File: src/hw/rtl/frp_pkg.sv
// frp_pkg: shared types and codes for the framed packet receiver
// no dependencies; used by frp_parser, frp_out_skid and framed_packet_receiver

package frp_pkg;

  // result status codes
  localparam logic [2:0] ST_NONE     = 3'd0;
  localparam logic [2:0] ST_BYTE     = 3'd1;
  localparam logic [2:0] ST_OK       = 3'd2;
  localparam logic [2:0] ST_BAD_SUM  = 3'd3;
  localparam logic [2:0] ST_TOO_LONG = 3'd4;
  localparam logic [2:0] ST_EMPTY    = 3'd5;

  // configuration register indexes
  localparam int unsigned CFG_IDX_BITS = 2;
  localparam logic [CFG_IDX_BITS-1:0] CFG_SYNC_FIRST  = 2'd0;
  localparam logic [CFG_IDX_BITS-1:0] CFG_SYNC_SECOND = 2'd1;
  localparam logic [CFG_IDX_BITS-1:0] CFG_MAX_LENGTH  = 2'd2;
  localparam int unsigned CFG_DATA_BITS = 16;

  // configuration register reset values
  localparam logic [7:0]  SYNC_FIRST_RST  = 8'd181;
  localparam logic [7:0]  SYNC_SECOND_RST = 8'd98;
  localparam logic [15:0] MAX_LENGTH_RST  = 16'd1024;

  typedef struct packed {
    logic [7:0]  sync_first;
    logic [7:0]  sync_second;
    logic [15:0] max_length;
  } frp_cfg_t;

  typedef struct packed {
    logic [2:0]  status;
    logic [7:0]  payload_byte;
    logic [15:0] payload_index;
    logic [7:0]  frame_class;
    logic [7:0]  frame_id;
    logic [15:0] frame_length;
    logic [15:0] errors_seen;
  } frp_result_t;

endpackage

File: src/hw/rtl/frp_parser.sv
// frp_parser: frame state machine, fletcher-8 sums and error tally
// depends on frp_pkg

module frp_parser #(
  parameter int unsigned ERROR_COUNT_BITS = 16
) (
  input  logic                 clk,
  input  logic                 rst_n,
  input  logic                 step,
  input  logic [7:0]           rx_byte,
  input  frp_pkg::frp_cfg_t    cfg,
  output frp_pkg::frp_result_t result
);

  localparam logic [3:0] PH_IDLE    = 4'd0;
  localparam logic [3:0] PH_SYNC1   = 4'd1;
  localparam logic [3:0] PH_CLASS   = 4'd2;
  localparam logic [3:0] PH_ID      = 4'd3;
  localparam logic [3:0] PH_LEN_LO  = 4'd4;
  localparam logic [3:0] PH_LEN_HI  = 4'd5;
  localparam logic [3:0] PH_FIRST   = 4'd6;
  localparam logic [3:0] PH_PAYLOAD = 4'd7;
  localparam logic [3:0] PH_CHK_A   = 4'd8;
  localparam logic [3:0] PH_CHK_B   = 4'd9;

  localparam logic [ERROR_COUNT_BITS-1:0] TALLY_MAX = '1;

  logic [3:0]                  phase_r, phase_nxt;
  logic [7:0]                  sum_a_r, sum_a_nxt;
  logic [7:0]                  sum_b_r, sum_b_nxt;
  logic [7:0]                  class_r, class_nxt;
  logic [7:0]                  id_r, id_nxt;
  logic [15:0]                 length_r, length_nxt;
  logic [15:0]                 count_r, count_nxt;
  logic [ERROR_COUNT_BITS-1:0] tally_r, tally_nxt;
  logic [7:0]                  add_a, add_b;
  logic [15:0]                 count_inc;
  logic [2:0]                  status;
  logic [7:0]                  pbyte;
  logic [15:0]                 pindex;
  logic [15:0]                 errs;

  // running fletcher sums with the current byte folded in
  assign add_a     = sum_a_r + rx_byte;
  assign add_b     = sum_b_r + add_a;
  assign count_inc = count_r + 16'd1;

  always_comb begin
    phase_nxt  = phase_r;
    sum_a_nxt  = sum_a_r;
    sum_b_nxt  = sum_b_r;
    class_nxt  = class_r;
    id_nxt     = id_r;
    length_nxt = length_r;
    count_nxt  = count_r;
    tally_nxt  = tally_r;
    status     = frp_pkg::ST_NONE;
    pbyte      = 8'd0;
    pindex     = 16'd0;
    case (phase_r)
      PH_SYNC1: begin
        if (rx_byte == cfg.sync_second) begin
          phase_nxt = PH_CLASS;
          sum_a_nxt = 8'd0;
          sum_b_nxt = 8'd0;
        end else if (rx_byte != cfg.sync_first) begin
          phase_nxt = PH_IDLE;
        end
      end
      PH_CLASS: begin
        class_nxt = rx_byte;
        sum_a_nxt = add_a;
        sum_b_nxt = add_b;
        phase_nxt = PH_ID;
      end
      PH_ID: begin
        id_nxt    = rx_byte;
        sum_a_nxt = add_a;
        sum_b_nxt = add_b;
        phase_nxt = PH_LEN_LO;
      end
      PH_LEN_LO: begin
        length_nxt = {8'd0, rx_byte};
        sum_a_nxt  = add_a;
        sum_b_nxt  = add_b;
        phase_nxt  = PH_LEN_HI;
      end
      PH_LEN_HI: begin
        length_nxt = {rx_byte, length_r[7:0]};
        sum_a_nxt  = add_a;
        sum_b_nxt  = add_b;
        count_nxt  = 16'd0;
        phase_nxt  = PH_FIRST;
      end
      PH_FIRST, PH_PAYLOAD: begin
        if (phase_r == PH_FIRST && length_r >= cfg.max_length) begin
          if (tally_r != TALLY_MAX) begin
            tally_nxt = tally_r + 1'b1;
          end
          status    = frp_pkg::ST_TOO_LONG;
          phase_nxt = PH_IDLE;
        end else if (phase_r == PH_FIRST && length_r == 16'd0) begin
          status    = frp_pkg::ST_EMPTY;
          phase_nxt = PH_IDLE;
        end else begin
          sum_a_nxt = add_a;
          sum_b_nxt = add_b;
          status    = frp_pkg::ST_BYTE;
          pbyte     = rx_byte;
          pindex    = count_r;
          count_nxt = count_inc;
          phase_nxt = (count_inc == length_r) ? PH_CHK_A : PH_PAYLOAD;
        end
      end
      PH_CHK_A: begin
        if (rx_byte == sum_a_r) begin
          phase_nxt = PH_CHK_B;
        end else begin
          status    = frp_pkg::ST_BAD_SUM;
          phase_nxt = PH_IDLE;
        end
      end
      PH_CHK_B: begin
        status    = (rx_byte == sum_b_r) ? frp_pkg::ST_OK : frp_pkg::ST_BAD_SUM;
        phase_nxt = PH_IDLE;
      end
      default: begin
        phase_nxt = (rx_byte == cfg.sync_first) ? PH_SYNC1 : PH_IDLE;
      end
    endcase
  end

  // clamp the tally to the 16-bit report
  generate
    if (ERROR_COUNT_BITS > 16) begin : g_clamp
      assign errs = (|tally_nxt[ERROR_COUNT_BITS-1:16]) ? 16'hFFFF : tally_nxt[15:0];
    end else begin : g_ext
      assign errs = 16'(tally_nxt);
    end
  endgenerate

  always_comb begin
    result.status        = status;
    result.payload_byte  = pbyte;
    result.payload_index = pindex;
    result.frame_class   = class_nxt;
    result.frame_id      = id_nxt;
    result.frame_length  = length_nxt;
    result.errors_seen   = errs;
  end

  always_ff @(posedge clk) begin
    if (!rst_n) begin
      phase_r  <= PH_IDLE;
      sum_a_r  <= 8'd0;
      sum_b_r  <= 8'd0;
      class_r  <= 8'd0;
      id_r     <= 8'd0;
      length_r <= 16'd0;
      count_r  <= 16'd0;
      tally_r  <= '0;
    end else if (step) begin
      phase_r  <= phase_nxt;
      sum_a_r  <= sum_a_nxt;
      sum_b_r  <= sum_b_nxt;
      class_r  <= class_nxt;
      id_r     <= id_nxt;
      length_r <= length_nxt;
      count_r  <= count_nxt;
      tally_r  <= tally_nxt;
    end
  end

endmodule

File: src/hw/rtl/frp_out_skid.sv
// frp_out_skid: result register with one skid entry
// depends on frp_pkg

module frp_out_skid (
  input  logic                 clk,
  input  logic                 rst_n,
  input  logic                 push,
  input  frp_pkg::frp_result_t push_data,
  output logic                 full,
  output logic                 out_valid,
  input  logic                 out_stall,
  output frp_pkg::frp_result_t out_data
);

  logic                 main_valid_r, main_valid_nxt;
  logic                 skid_valid_r, skid_valid_nxt;
  frp_pkg::frp_result_t main_r;
  frp_pkg::frp_result_t skid_r;
  logic                 pop;
  logic                 main_load;

  assign pop       = main_valid_r & ~out_stall;
  assign main_load = ~main_valid_r | pop;

  always_comb begin
    main_valid_nxt = main_valid_r;
    skid_valid_nxt = skid_valid_r;
    if (main_load) begin
      main_valid_nxt = skid_valid_r | push;
      skid_valid_nxt = 1'b0;
    end else if (push) begin
      skid_valid_nxt = 1'b1;
    end
  end

  always_ff @(posedge clk) begin
    if (!rst_n) begin
      main_valid_r <= 1'b0;
      skid_valid_r <= 1'b0;
    end else begin
      main_valid_r <= main_valid_nxt;
      skid_valid_r <= skid_valid_nxt;
    end
  end

  always_ff @(posedge clk) begin
    if (main_load) begin
      main_r <= skid_valid_r ? skid_r : push_data;
    end
    if (!main_load && push) begin
      skid_r <= push_data;
    end
  end

  assign full      = skid_valid_r;
  assign out_valid = main_valid_r;
  assign out_data  = main_r;

endmodule

File: src/hw/rtl/framed_packet_receiver.sv
// framed_packet_receiver: top level of the sync/length/fletcher-8 frame parser
// depends on frp_pkg, frp_parser and frp_out_skid

// Takes one received byte per transfer and gives exactly one result per byte.
// A byte is taken in every cycle while out_stall allows: the parser state
// updates on the transfer and its result goes into an output register backed
// by one skid entry, so in_stall is a registered flag that rises only after
// the output side has held off for two results, and each result is registered.
// Frames are sync_first, sync_second, class, id, length (little endian),
// payload, check A, check B; the sums cover class through payload.
// Configuration is written through cfg_we/cfg_index/cfg_wdata only while no
// bytes are in flight: a rule for the user that the block does not enforce.

module framed_packet_receiver #(
  parameter int unsigned ERROR_COUNT_BITS = 16
) (
  input  logic                              clk,
  input  logic                              rst_n,
  // configuration write port
  input  logic                              cfg_we,
  input  logic [frp_pkg::CFG_IDX_BITS-1:0]  cfg_index,
  input  logic [frp_pkg::CFG_DATA_BITS-1:0] cfg_wdata,
  // received byte channel
  input  logic                              in_valid,
  output logic                              in_stall,
  input  logic [7:0]                        in_rx_byte,
  // result channel
  output logic                              out_valid,
  input  logic                              out_stall,
  output logic [2:0]                        out_status,
  output logic [7:0]                        out_payload_byte,
  output logic [15:0]                       out_payload_index,
  output logic [7:0]                        out_frame_class,
  output logic [7:0]                        out_frame_id,
  output logic [15:0]                       out_frame_length,
  output logic [15:0]                       out_errors_seen
);

  frp_pkg::frp_cfg_t    cfg_r;
  frp_pkg::frp_result_t step_result;
  frp_pkg::frp_result_t out_data;
  logic                 in_xfer;
  logic                 skid_full;

  // configuration registers; unknown indexes are dropped
  always_ff @(posedge clk) begin
    if (!rst_n) begin
      cfg_r.sync_first  <= frp_pkg::SYNC_FIRST_RST;
      cfg_r.sync_second <= frp_pkg::SYNC_SECOND_RST;
      cfg_r.max_length  <= frp_pkg::MAX_LENGTH_RST;
    end else if (cfg_we) begin
      case (cfg_index)
        frp_pkg::CFG_SYNC_FIRST:  cfg_r.sync_first  <= cfg_wdata[7:0];
        frp_pkg::CFG_SYNC_SECOND: cfg_r.sync_second <= cfg_wdata[7:0];
        frp_pkg::CFG_MAX_LENGTH:  cfg_r.max_length  <= cfg_wdata[15:0];
        default: ;
      endcase
    end
  end

  // input transfer advances the parser and pushes its result
  assign in_stall = skid_full;
  assign in_xfer  = in_valid & ~skid_full;

  frp_parser #(
    .ERROR_COUNT_BITS(ERROR_COUNT_BITS)
  ) u_parser (
    .clk     (clk),
    .rst_n   (rst_n),
    .step    (in_xfer),
    .rx_byte (in_rx_byte),
    .cfg     (cfg_r),
    .result  (step_result)
  );

  frp_out_skid u_out (
    .clk       (clk),
    .rst_n     (rst_n),
    .push      (in_xfer),
    .push_data (step_result),
    .full      (skid_full),
    .out_valid (out_valid),
    .out_stall (out_stall),
    .out_data  (out_data)
  );

  assign out_status        = out_data.status;
  assign out_payload_byte  = out_data.payload_byte;
  assign out_payload_index = out_data.payload_index;
  assign out_frame_class   = out_data.frame_class;
  assign out_frame_id      = out_data.frame_id;
  assign out_frame_length  = out_data.frame_length;
  assign out_errors_seen   = out_data.errors_seen;

`ifndef ASSERT_OFF
  // a held-off input means a result is already waiting
  a_stall_has_result: assert property (@(posedge clk) disable iff (!rst_n)
    in_stall |-> out_valid)
    else $error("in_stall without a pending result");

  // a transfer into a free output path shows a result next cycle
  a_xfer_shows: assert property (@(posedge clk) disable iff (!rst_n)
    (in_valid && !in_stall) |=> out_valid)
    else $error("accepted byte produced no result");

  // payload index stays inside the declared length
  a_index_range: assert property (@(posedge clk) disable iff (!rst_n)
    (out_valid && out_status == frp_pkg::ST_BYTE) |-> out_payload_index < out_frame_length)
    else $error("payload index beyond frame length");

  // payload fields are zero unless a payload byte is reported
  a_payload_zero: assert property (@(posedge clk) disable iff (!rst_n)
    (out_valid && out_status != frp_pkg::ST_BYTE)
      |-> (out_payload_byte == 8'd0 && out_payload_index == 16'd0))
    else $error("payload fields set on non-payload result");
`endif

endmodule
File: config.mk
export PLATFORM = sky130hd
export DESIGN_NAME = framed_packet_receiver
export DESIGN_NICKNAME = d
export VERILOG_FILES = /design/src/hw/rtl/frp_pkg.sv /design/src/hw/rtl/frp_parser.sv /design/src/hw/rtl/frp_out_skid.sv /design/src/hw/rtl/framed_packet_receiver.sv
export SDC_FILE = /design/constraint.sdc
export NUM_CORES = 1
export LEC_CHECK = 0
export ABC_AREA = 0
export BUFFER_PORTS_ARGS = -buffer_cell sky130_fd_sc_hd__buf_2
export CELL_PAD_IN_SITES_DETAIL_PLACEMENT = 1
export CELL_PAD_IN_SITES_GLOBAL_PLACEMENT = 2
export CORE_MARGIN = 2
export CORE_UTILIZATION = 30
export CTS_BUF_LIST = sky130_fd_sc_hd__clkbuf_2 sky130_fd_sc_hd__clkbuf_4 sky130_fd_sc_hd__clkbuf_8
export DETAILED_ROUTE_END_ITERATION = 6
export PLACE_DENSITY_LB_ADDON = 0.3
export RECOVER_POWER = 25
export SETUP_SLACK_MARGIN = 0.1
export SLEW_MARGIN = 20
export SYNTH_ARGS = -nofsm -noshare
export SYNTH_HDL_FRONTEND = slang
export SYNTH_SLANG_ARGS = --single-unit
File: constraint.sdc
create_clock -name clk -period 11.7 [get_ports clk]
set_clock_uncertainty 0.2 [all_clocks]
set_input_delay 1.17 -clock clk [delete_from_list [all_inputs] [get_ports clk]]
set_output_delay 1.17 -clock clk [all_outputs]
set_load 0.02 [all_outputs]
# After elaboration in Yosys (flattened, before gate mapping)
# Index checks and enable logic that the tools add are counted.
# Widths: inputs -> output; s select.
dict set report word_totals {
  reg_bits 268
  output_inout_bits 77
}
dict set report classes {
  addsub 4
  order_cmp 1
  eq_ne 22
  muxes 36
  n_bitwise 8
  n_reduce_logical 17
}
# op count
set ops {}
lappend ops {{$mux 16} 8}
lappend ops {{$mux 8} 10}
lappend ops {{$mux 75} 1}
lappend ops {{$pmux 16 s2} 2}
lappend ops {{$pmux 8 s3} 2}
lappend ops {{$add 16x1->16 const B} 2}
lappend ops {{$eq 8x8->1} 4}
lappend ops {{$pmux 4 s8} 1}
lappend ops {{$mux 4} 6}
lappend ops {{$add 8x8->8} 2}
lappend ops {{$eq 16x16->1} 1}
lappend ops {{$eq 4x3->1 const B} 4}
lappend ops {{$ge 16x16->1} 1}
lappend ops {{$logic_not 16->1} 1}
lappend ops {{$ne 16x16->1 const B} 1}
lappend ops {{$pmux 3 s3} 1}
lappend ops {{$eq 4x2->1 const B} 2}
lappend ops {{$eq 4x4->1 const B} 2}
lappend ops {{$ne 8x8->1} 1}
lappend ops {{$reduce_and 2->1} 4}
lappend ops {{$mux 3} 2}
lappend ops {{$reduce_and 5->1} 1}
lappend ops {{$eq 4x1->1 const B} 1}
lappend ops {{$ne 2x2->1 const B} 2}
lappend ops {{17 further kinds} 26}

# Logic depth before layout (Yosys ltp)
dict set report logic_depth {
  depth_word 6
  ltp_mapped 14
  mapped_depth_nobuf 14
}

# Hierarchy
# From an unflattened synthesis, not the netlist that was laid out.
dict set report hier_totals {
  cells_unflattened 1167
  hier_area_um2 13120.1
}
# module instances cells_each area_each_um2 seq_area_each_um2
set modules_own_cells {}
lappend modules_own_cells {frp_parser 1 791 6294.8 1681.6}
lappend modules_own_cells {frp_out_skid 1 240 5490.3 4544.4}
lappend modules_own_cells {framed_packet_receiver 1 136 1335.0 640.6}

# Least setup slack after synthesis
# Ideal clock, no wire load.
dict set report synth_path {
  path_kind {input-to-reg}
  from {input out_stall}
  to {register u_out.skid_r[0] (netlist bit), enable pin}
  arrival_ns 6.220
  t_required_ns 10.991
  setup_slack_ns 4.771
  path_stages 2
  n_path_buf 0
  path_cell_list {nand2_1 > nor2_1}
}
dict set report synth_via {
  elab_chain_cells 5
}
# element line
set synth_rtl {}
lappend synth_rtl {{start: declaration} framed_packet_receiver.sv:29} ;# input logic out_stall,
lappend synth_rtl {{$not 1->1} frp_out_skid.sv:22} ;# assign pop = main_valid_r & ~out_stall;
lappend synth_rtl {{$and 1x1->1} frp_out_skid.sv:22}
lappend synth_rtl {{$or 1x1->1} frp_out_skid.sv:23} ;# assign main_load = ~main_valid_r | pop;
lappend synth_rtl {{$logic_not 1->1} frp_out_skid.sv:50} ;# if (!main_load && push) begin
lappend synth_rtl {{$logic_and 1x1->1} frp_out_skid.sv:50}
lappend synth_rtl {{end signal: assignment} frp_out_skid.sv:51} ;# skid_r <= push_data;
lappend synth_rtl {{end: declaration} frp_out_skid.sv:18} ;# frp_pkg::frp_result_t skid_r;
# Every way passes these cells.
# A chain may end at the register's enable or synchronous reset.

# Worst setup path in the final report
dict set report layout_path {
  from {input out_stall}
  to {register u_out.skid_r[53] (netlist bit), enable pin}
}
dict set report layout_via {
  elab_chain_cells 5
}
# element line
set layout_rtl {}
lappend layout_rtl {{$not 1->1} frp_out_skid.sv:22}
lappend layout_rtl {{$and 1x1->1} frp_out_skid.sv:22}
lappend layout_rtl {{$or 1x1->1} frp_out_skid.sv:23}
lappend layout_rtl {{via u_out.main_load} frp_out_skid.sv:20} ;# logic main_load;
lappend layout_rtl {{$logic_not 1->1} frp_out_skid.sv:50}
lappend layout_rtl {{$logic_and 1x1->1} frp_out_skid.sv:50}
# The timed path passes the listed nets, and every way through them passes these cells.

==> impl_metrics.csv <==
group,metric,value,unit
status,outcome,"complete, but fails checks",
status,violated_checks,"max-capacitance violations, max-slew violations",
timing,hold_violations,0,
synth,post_synth.cell_area_avg,10.5,um2
floorplan,die_h,214,um
timing,tns,0,ns
cts,h-tree-depth,2,
critical_path,r2r_cells,3,
timing,hold-worst-slack,0.257,ns
cts,post_cts_resized,0,
timing,drv_slew,100,
global_routing,grt-ovfl-total,0,
floorplan,design.die.area,45600,um2
timing,headroom_to_the_max_slew_limit,-40.3,%
timing,timing.final.crit_period,4.75,ns
detailed_routing,finalWirelength,38.5,mm
timing,finalSetupViolations,0,
detailed_routing,drtAntennaViolNets,0,
cts,cts_tree,"yes",
detailed_routing,drt_first_iter_violations,478,
layout,layout_area_overhead,15.9,%
cts,postCtsSetupBuffers,0,
synth,synth.distinct_cells,70,
critical_path,r2r_setup_slack,7.25,ns
layout,finish.net_count,1403,
timing,maxClockFrequency,210,MHz
synth,synth_sequential_area_ratio,52.1,%
synth,syn-num-nets,1316,
synth,mappedNetlistArea,13200,um2
critical_path,worstSetupStartpointType,"primary input",
critical_path,worst_setup_path_endpoint,"u_out.skid_r[53]",
synth,postSynthRegisterBits,268,
pwr,ir_worst_vdd,0.0000661,V
layout,multi_input_area,5840,um2
pwr,power.static_leakage,5.96,nW
critical_path,worst-endpoint-arrival,4.78,ns
timing,post-route-period-util,40.6,%
detailed_routing,num_vias,9892,
layout,final_util,35.4,%
cts,tritoncts_num_sinks,268,
floorplan,num_rows,76,
detailed_routing,drt_drc_violations_left,0,
critical_path,worst_setup_path_startpoint,"out_stall",
synth,synth-edff-count,150,
floorplan,die_x,214,um
floorplan,core,43200,um2
synth,synthesis.yosys.warnings,0,
critical_path,worstPathMaxFanout,58,
pwr,power_density,146,nW/um2
timing,unrepaired_setup_endpoints_after_global_routing,"false",
cts,cts.root.buffer_cell,"sky130_fd_sc_hd__clkbuf_8",
cts,clk-insertion-delay-late,0.63,ns
cts,cts.reportedPaths.clkPinSlew,0.05,ns
critical_path,r2r_end,"u_out.skid_r[53]",
placed_design,portBuffers,107,
worst_hold_path,timing.hold.worst.class,"flop to flop",
detailed_routing,drt_first_pass_iters,4,
synth,async_flop_share,0,%
placed_design,dpl.hpwl,25.6,mm
global_routing,track_usage,17.1,%
placed_design,place.gp.congestion,0.811,
detailed_routing,wire_per_inst,19.6,um
global_routing,first_global_vias,10245,
critical_path,worstPathRequired,11.73,ns
placed_design,dpl_cell_area,14200,um2
synth,synth_cells,1251,
detailed_routing,vias_per_cell,5.04,
global_routing,wire_length_of_the_first_global_routing_pass,60.2,mm
layout,fillcell_total,4894,
critical_path,worst_r2r_startpoint,"u_out.out_valid",
critical_path,path_class,"primary input to flop",
global_routing,grt_max_degree,77,
layout,final_area,15300,um2
cts,cts_hold_buf,0,
critical_path,end_kind,"flop",
layout,antenna-diode-count,0,
floorplan,ios,108,
synth,top_flip_flop_cell_by_instance_count_after_synthesis,"sky130_fd_sc_hd__edfxtp_1",
run,max-cap-violations,3,
cts,cts-root-to-sink-buffers,3,
layout,layout-drive-gt1-share,21.9,%
timing,transition_time_of_the_tightest_slew_check_pin,2.10,ns
cts,tritoncts.num_buffers,49,
floorplan,starting_density_of_the_core,30.5,%
global_routing,grt_antenna_before_repair,0,
layout,seq_area,6870,um2
## cell usage in the layout (no fill, tap or decap), drive strengths merged, types with 16 or more instances in the layout
cell / netlist / layout
edfxtp: 150 / 150
dfxtp: 118 / 118
buf: 17 / 118
nand2: 114 / 114
nor2: 109 / 109
mux2: 84 / 84
clkbuf: 67 / 82
a21oi: 70 / 70
nor3: 45 / 45
o21ai: 43 / 43
nand3: 42 / 42
xnor2: 42 / 42
ha: 32 / 32
inv: 31 / 31
and2: 28 / 28
nor4: 24 / 24
mux2i: 22 / 22
xor2: 20 / 20
nand2b: 18 / 18
a31oi: 16 / 16
## kinds of logic after synthesis
logic type | count (synthesis) | share of synthesized area, %
simple gates | 453 | 17.3
buf+inv | 115 | 3.52
mux | 106 | 8.85
flops | 268 | 52.1
fa+ha+maj | 34 | 3.34
xor+xnor | 62 | 4.18
compound gates | 213 | 10.6
## sequential cells by signal, indices dropped and copies added (netlist names)
register,flops
u_out.out_data,75
u_out.skid_r,75
cfg_r,32
u_parser.count_r,16
u_parser.length_r,16
u_parser.tally_r,16
u_parser.class_r,8
u_parser.id_r,8
u_parser.sum_a_r,8
u_parser.sum_b_r,8
u_parser.phase_r,4
u_out.full,1
u_out.out_valid,1
## through the flow
step | worst slack (ns) | cells | total power (W)
after global routing | 6.53 | 1963 | 0.00233
final | 6.95 | 1963 | 0.00224
after CTS | 7.88 | 1963 | 0.00228
after floorplan | 4.77 | 1251 | 0.00120
after global placement | 7.30 | 1872 | 0.00127
after detailed placement | 7.22 | 1872 | 0.00128
## power by group
group | leakage, nW | switching [W] | internal [W] | total [W]
logic | 2.92 | 0.000130 | 0.0000659 | 0.000196
registers | 2.46 | 0.0000237 | 0.00104 | 0.00106
clock network | 0.577 | 0.000417 | 0.000564 | 0.000980
## how the worst min path moves through the flow
stage,slack (ns),cells after the start,to,start
floorplan,0.24,2,cfg_r[11],cfg_r[11]
global placement,0.25,2,cfg_r[5],cfg_r[5]
detailed placement,0.25,2,cfg_r[6],cfg_r[6]
CTS,0.26,2,cfg_r[6],cfg_r[6]
global route,0.28,2,cfg_r[6],cfg_r[6]
finish,0.26,2,cfg_r[7],cfg_r[7]
## routing by layer
| layer | routed length [um] | global-route usage, % | up-vias |
|---|---|---|---|
| met5 | 0 | 0 | - |
| met2 | 18000 | 28.0 | 167 |
| li1 | - | - | 4753 |
| met3 | 1350 | 2.68 | 61 |
| met4 | 892 | 5.51 | 0 |
| met1 | 18300 | 23.1 | 4911 |
## critical path, stage by stage
cell                      delay (ns)
sky130_fd_sc_hd__buf_2          0.08
sky130_fd_sc_hd__nand2_1        1.01
sky130_fd_sc_hd__nor2_1         1.60
sky130_fd_sc_hd__buf_4          0.78
## cell type report
| class | count | area share [%] |
|---|---|---|
| flip-flops and latches | 268 | 45.0 |
| multi-input cells | 868 | 38.2 |
| clock buffers | 80 | 6.27 |
| well taps | 585 | 4.79 |
| repair buffers | 120 | 4.11 |
| clock inverters | 11 | 0.836 |
| inverters | 31 | 0.762 |
## Yosys cell counts, types with 7 or more instances
library cell	number	area (um2)
sky130_fd_sc_hd__o211ai_1	8	60.1
sky130_fd_sc_hd__dfxtp_1	118	2360
sky130_fd_sc_hd__or4_1	12	90.1
sky130_fd_sc_hd__mux2i_1	22	220
sky130_fd_sc_hd__nand4b_1	12	105
sky130_fd_sc_hd__nand3_1	41	205
sky130_fd_sc_hd__a21o_1	10	75.1
sky130_fd_sc_hd__xor2_1	20	175
sky130_fd_sc_hd__mux2_2	84	946
sky130_fd_sc_hd__a21oi_1	69	345
sky130_fd_sc_hd__nor3_1	43	215
sky130_fd_sc_hd__a22o_1	8	70.1
sky130_fd_sc_hd__and2_1	27	169
sky130_fd_sc_hd__and3_1	9	56.3
sky130_fd_sc_hd__nor4_1	23	144
sky130_fd_sc_hd__buf_2	8	40.0
sky130_fd_sc_hd__nand2b_1	18	113
sky130_fd_sc_hd__xnor2_1	41	359
sky130_fd_sc_hd__a31oi_1	16	100
sky130_fd_sc_hd__nand2_1	114	428
sky130_fd_sc_hd__inv_1	30	113
sky130_fd_sc_hd__a311oi_1	7	61.3
sky130_fd_sc_hd__o21ai_0	42	210
sky130_fd_sc_hd__clkbuf_1	67	251
sky130_fd_sc_hd__or2_2	8	50.1
sky130_fd_sc_hd__nor2_1	109	409
sky130_fd_sc_hd__nand4_1	11	68.8
sky130_fd_sc_hd__o31ai_1	8	60.1
sky130_fd_sc_hd__ha_1	32	400
sky130_fd_sc_hd__edfxtp_1	150	4500
Note: power is estimated with default switching activity, not from simulation.
